`src/hdl/mqjs_pkg.sv`:
```
// types, codes and helpers shared by the job scheduler modules
// no dependencies
package mqjs_pkg;

    localparam int FIFO_DEPTH = 2;

    localparam logic [1:0] STAT_OK    = 2'd0;
    localparam logic [1:0] STAT_NONE  = 2'd1;
    localparam logic [1:0] STAT_DELIV = 2'd2;
    localparam logic [1:0] STAT_FULL  = 2'd3;

    typedef enum logic [2:0] {
        K_PUT    = 3'd0,
        K_GET    = 3'd1,
        K_ABORT  = 3'd2,
        K_DELETE = 3'd3,
        K_DISC   = 3'd4
    } t_kind;

    typedef enum logic [2:0] {
        S_IDLE,
        S_SCAN,
        S_WSCAN,
        S_WDELIV,
        S_EMIT,
        S_FLUSH
    } t_state;

    typedef enum logic [1:0] {
        RET_EMIT,
        RET_FLUSH,
        RET_SCAN
    } t_ret;

    typedef struct packed {
        logic [2:0]  req_type;
        logic [2:0]  client;
        logic [2:0]  queue_sel;
        logic [7:0]  queue_mask;
        logic        wait_flag;
        logic [30:0] prio;
        logic [31:0] payload_tag;
        logic [31:0] target_id;
    } t_in;

    typedef struct packed {
        logic [1:0]  status;
        logic [2:0]  dest_client;
        logic [31:0] out_id;
        logic [2:0]  out_queue;
        logic [30:0] out_prio;
        logic [31:0] out_payload;
        logic        last;
    } t_out;

    typedef struct packed {
        t_kind       kind;
        logic [2:0]  client;
        logic [2:0]  qsel;
        logic [7:0]  mask;
        logic        wait_flag;
        logic [30:0] prio;
        logic [31:0] payload;
        logic [31:0] tid;
    } t_req;

    typedef struct packed {
        logic [2:0]  queue;
        logic [30:0] prio;
        logic [31:0] id;
        logic [31:0] payload;
    } t_job;

    function automatic logic [2:0] fold3(input logic [2:0] v, input int unsigned m);
        logic [3:0] r;
        r = {1'b0, v};
        for (int k = 0; k < 8; k++) begin
            if (32'(r) >= m) begin
                r = r - 4'(m);
            end
        end
        return r[2:0];
    endfunction

    function automatic t_out make_res(input logic [1:0] st, input logic [2:0] dest,
                                      input logic [31:0] id, input logic [2:0] q,
                                      input logic [30:0] pr, input logic [31:0] pay);
        t_out r;
        r.status      = st;
        r.dest_client = dest;
        r.out_id      = id;
        r.out_queue   = q;
        r.out_prio    = pr;
        r.out_payload = pay;
        r.last        = 1'b0;
        return r;
    endfunction

endpackage

```
`src/hdl/mqjs_fifo.sv`:
```
// short request queue between front and back
// depends on mqjs_pkg
module mqjs_fifo (
    input  logic          i_clk,
    input  logic          i_rst_n,
    input  logic          i_push,
    input  mqjs_pkg::t_req i_data,
    output logic          o_full,
    input  logic          i_pop,
    output logic          o_valid,
    output mqjs_pkg::t_req o_data
);
    import mqjs_pkg::*;
    localparam int PW = (FIFO_DEPTH > 1) ? $clog2(FIFO_DEPTH) : 1;

    t_req           r_mem [FIFO_DEPTH];
    logic [PW-1:0]  r_wr;
    logic [PW-1:0]  r_rd;
    logic [PW:0]    r_cnt;

    assign o_full  = (r_cnt == (PW+1)'(FIFO_DEPTH));
    assign o_valid = (r_cnt != '0);
    assign o_data  = r_mem[r_rd];

    always_ff @(posedge i_clk) begin
        if (i_push) begin
            r_mem[r_wr] <= i_data;
        end
        if (!i_rst_n) begin
            r_wr  <= '0;
            r_rd  <= '0;
            r_cnt <= '0;
        end else begin
            if (i_push) begin
                r_wr <= (r_wr == PW'(FIFO_DEPTH - 1)) ? '0 : r_wr + 1'b1;
            end
            if (i_pop) begin
                r_rd <= (r_rd == PW'(FIFO_DEPTH - 1)) ? '0 : r_rd + 1'b1;
            end
            if (i_push && !i_pop) begin
                r_cnt <= r_cnt + 1'b1;
            end else if (!i_push && i_pop) begin
                r_cnt <= r_cnt - 1'b1;
            end
        end
    end
endmodule

```
`config.mk`:
```
export PLATFORM = sky130hd
export DESIGN_NAME = mqjs_fifo
export DESIGN_NICKNAME = d
export VERILOG_FILES = /design/src/hdl/mqjs_pkg.sv /design/src/hdl/mqjs_fifo.sv
export SDC_FILE = /design/constraint.sdc
export NUM_CORES = 1
export LEC_CHECK = 0
export ABC_AREA = 0
export BUFFER_PORTS_ARGS = -buffer_cell sky130_fd_sc_hd__buf_4
export CAP_MARGIN = 0
export CORE_MARGIN = 2
export CORE_UTILIZATION = 45
export DETAILED_ROUTE_END_ITERATION = 6
export HOLD_SLACK_MARGIN = 0.05
export PLACE_DENSITY = 0.78
export SLEW_MARGIN = 20
export SYNTH_ARGS = -nofsm -noshare
export SYNTH_HDL_FRONTEND = slang
export SYNTH_SLANG_ARGS = --single-unit
export TNS_END_PERCENT = 10
```
`constraint.sdc`:
```
create_clock -name i_clk -period 15.4 [get_ports i_clk]
set_input_delay 2.31 -clock i_clk [delete_from_list [all_inputs] [get_ports i_clk]]
set_output_delay 2.31 -clock i_clk [all_outputs]
set_load 0.02 [all_outputs]
```
==> key figures <==
Outcome
  • Run status: completed

CTS
  • H-tree depth: 1
  • CTS Buf Count: 25
  • Clock transition at path regs: about 60 ps
  • Root Buffer: clkbuf_16
  • Clock tree buffer depth: 3
  • Number of setup buffers added after CTS: 0
  • # resized after CTS: 0
  • CTS sink cnt: between 200 and 250
  • CTS Hold Buffers Added: 0
  • CTS tree: yes
  • Clk_lat worst skew: roughly 500 ps

Route
  • Vias per cell: roughly 4.7
  • Final WL: 16.2 mm
  • Post-route DRC: 0
  • Initial DRC Count: 158
  • Post-route ant nets: 0
  • WL/cell: 18.0 µm
  • DRT Pass-1 Iters: 4
  • Vias post-DR: 4,255

Cells and area
  • Post-Layout Cell Count: 900
  • Combined flip-flop and latch cell area: between 6000 and 7000 µm²
  • Fraction of layout cells with a size suffix above 1: about three fifths
  • Area Overhead vs Synth: 32.4%
  • Nets: about 740
  • Multi-input gate area: 1660 µm²
  • Layout fillers: ~1,300
  • Antenna Diode Count: 0
  • Final core occ: 60.9%

Critical path
  • R2R setup slack: roughly 13,000 ps
  • Crit path cell chain: buf_4, mux2_2, buf_4
  • Register-to-Register Path Depth: 2
  • Worst path slowest cell: dfxtp_4
  • Crit-path leading delay family: flip-flops
  • CP bufs+invs: 2
  • Most frequent CP cell: buf_4
  • Worst Path Required: ~13,000 ps
  • Worst r2r src: r_wr
  • Critical Path AT: just under 3000 ps
  • CP startpoint kind: flip-flop
  • Slowest stage delay, CP: just over 1000 ps
  • FF-to-FF End: r_mem[1][6]
  • Crit path max fanout: between 60 and 70
  • Crit Path Category: reg -> out
  • Setup crit end kind: primary output

STA
  • Least-Margin Pin Slew: 1000 ps
  • Final hold violations: 0
  • Post-route clock skew: roughly 12 ps
  • Max frequency: approximately 0.19 GHz
  • Minimum clock period: around 5300 ps
  • Relative slew margins: approximately a third
  • Final period util: between 30% and 40%
  • Final setup vio count: 0
  • Final Max Tran Viols: 0
  • RSZ-0062 raised after global routing: no
  • Final setup TNS: 0 ps

Worst hold path
  • Hold EP: r_cnt[1]
  • Worst min path class: reg -> reg
  • Worst Hold Launch: r_cnt[1]
  • Hold path cells: 2

Pwr
  • Worst IR Drop VDD: ~100 µV
  • Leak: roughly 4.5 nW
  • Switching share of total power: ~22%
  • NetSw: about 0.33 mW
  • Total Power Consumption: 1.53 mW
  • Combinational power share: between 10% and 20%
  • Sequential Power Share: 48.5%
  • Power per cell area: between 100 and 150 nW/µm²
  • Clk pwr share: 38.6%
  • Int Pwr: about 1.2 mW

Synth
  • Synth Instances: 374
  • Ys flop type: edfxtp_1
  • Top cells by count, synth: edfxtp_1 (226), mux2_4 (70), mux2_2 (43)
  • Synth warnings: 0
  • Avg Cell Area, Syn: around 23 µm²
  • Top-area cell type share of the netlist area: 78.3%
  • Synthesized flop and latch total: 231
  • Area contributors post-synth: edfxtp_1 (78%), mux2_4 (12%), mux2_2 (5.6%)
  • Post-synth EDFFs: ~230
  • Post-Synthesis Net Count: slightly below 500
  • Sequential element share of the synthesized area: about four fifths
  • Post-synthesis cell area: between 8000 and 9000 µm²
  • Synth cell types: 19
  • Asr flop ratio synth: 0%
  • Count leader, synth: edfxtp_1
  • Post-synth top area cell: edfxtp_1

Job
  • Max Cap Viol: 0

Global route
  • Total grt overflow: 0
  • Tot GR Track Use: between 10% and 20%
  • M3 GR Usage: 5.30%
  • Initial antenna violation count: 0
  • GR Util met1: 18.2%
  • GRT Max-Usage Layer: met2
  • Global-route wire length before repair: around 24 mm
  • Largest net degree at the start of global routing: about 70
  • GR Layer Usage met2: 25.7%
  • Vias in the first global route: ~4,500

Floorplan
  • Initial Util: a little under half
  • Die width: 143 µm
  • # rows: 50
  • Die area: around 20,000 µm²
  • Die Ht: around 140 µm
  • # IOs: roughly 230
  • Core ar.: around 19,000 µm²

Placement
  • Input/output buffers: ~230
  • DP Wirelength: 10.5 mm
  • Routability congestion estimate: roughly 0.75
  • Dpl cells: approximately 860
## placed cells by master (no fill, tap or decap), types with 2 or more instances in the layout
cell / n
clkinv_1: 3
clkbuf_16: 25
and2_1: 3
clkinv_2: 4
clkbuf_8: 5
clkbuf_1: 4
bufinv_16: 3
mux2_2: 43
dfxtp_1: 4
mux2_4: 70
edfxtp_1: 226
xor2_1: 2
buf_4: 235
## tightest hold or removal path, delay by kind of cell, from the launching register on
kind / cells / cell delay, ps
DFF: 1 / 320
AOI/OAI and AO/OA: 2 / 170
## kinds of logic after synthesis
kind of cell               synth area share (%)
DFF                                        79.5
buffers and inverters                      1.49
xor gates and xnor gates                  0.303
and+or+nand+nor                           0.664
AOI/OAI and AO/OA                         0.231
muxes                                      17.7
adders and majority gates                 0.144
## how the worst max path moves through the flow
stage	from	to	slack, ps	depth (start not counted)
6_report	flip-flop	o_data[92]	10120	3
3_3_place_gp	flip-flop	o_data[97]	10630	3
5_1_grt	flip-flop	o_data[93]	9930	3
4_1_cts	flip-flop	o_data[92]	10050	3
3_5_place_dp	flip-flop	o_data[97]	10580	3
2_1_floorplan	i_push	r_mem[0][0]	7550	1
## flip-flops by register name, indices dropped and copies added, names as in the netlist, named ones only
name and cells:
r_rd 1, r_mem 226, r_wr 1, r_cnt 2
## per-stage QoR
stage | instance area [µm²] | setup WS, ps | hold slack, ps
4_1_cts | 11500 | 10050 | 555
3_5_place_dp | 10600 | 10580 | 543
3_3_place_gp | 10600 | 10630 | 481
2_1_floorplan | 8670 | 7550 | 469
6_report | 11500 | 10120 | 536
5_1_grt | 11500 | 9930 | 567
## cell type report
type	instances	share of cell area, %
flip-flops and latches	231	60.0
repair buffers	235	15.4
multi-input cells	129	14.5
clock buffers	34	6.18
well taps	260	2.83
clock inverters	10	1.06
inverters	1	0.0327
## power by group through the flow
stage	Clock, mW	Sequential (mW)	Combinational (mW)
finish	0.592	0.743	0.197
global route	0.632	0.746	0.209
CTS	0.606	0.744	0.200
detailed placement	0	0.757	0.199
global placement	0	0.754	0.195
floorplan	0	0.750	0.122
## layer usage
| layer | up-vias | part of all wire [%] | routed length (µm) |
|---|---|---|---|
| li1 | 1972 | - | - |
| met3 | 32 | 8.8 | 1430 |
| met1 | 2073 | 39 | 6400 |
| met2 | 178 | 49 | 7950 |
| met5 | - | 0 | 0 |
| met4 | 0 | 2.6 | 419 |
Note: power is estimated with default switching activity, not from simulation.
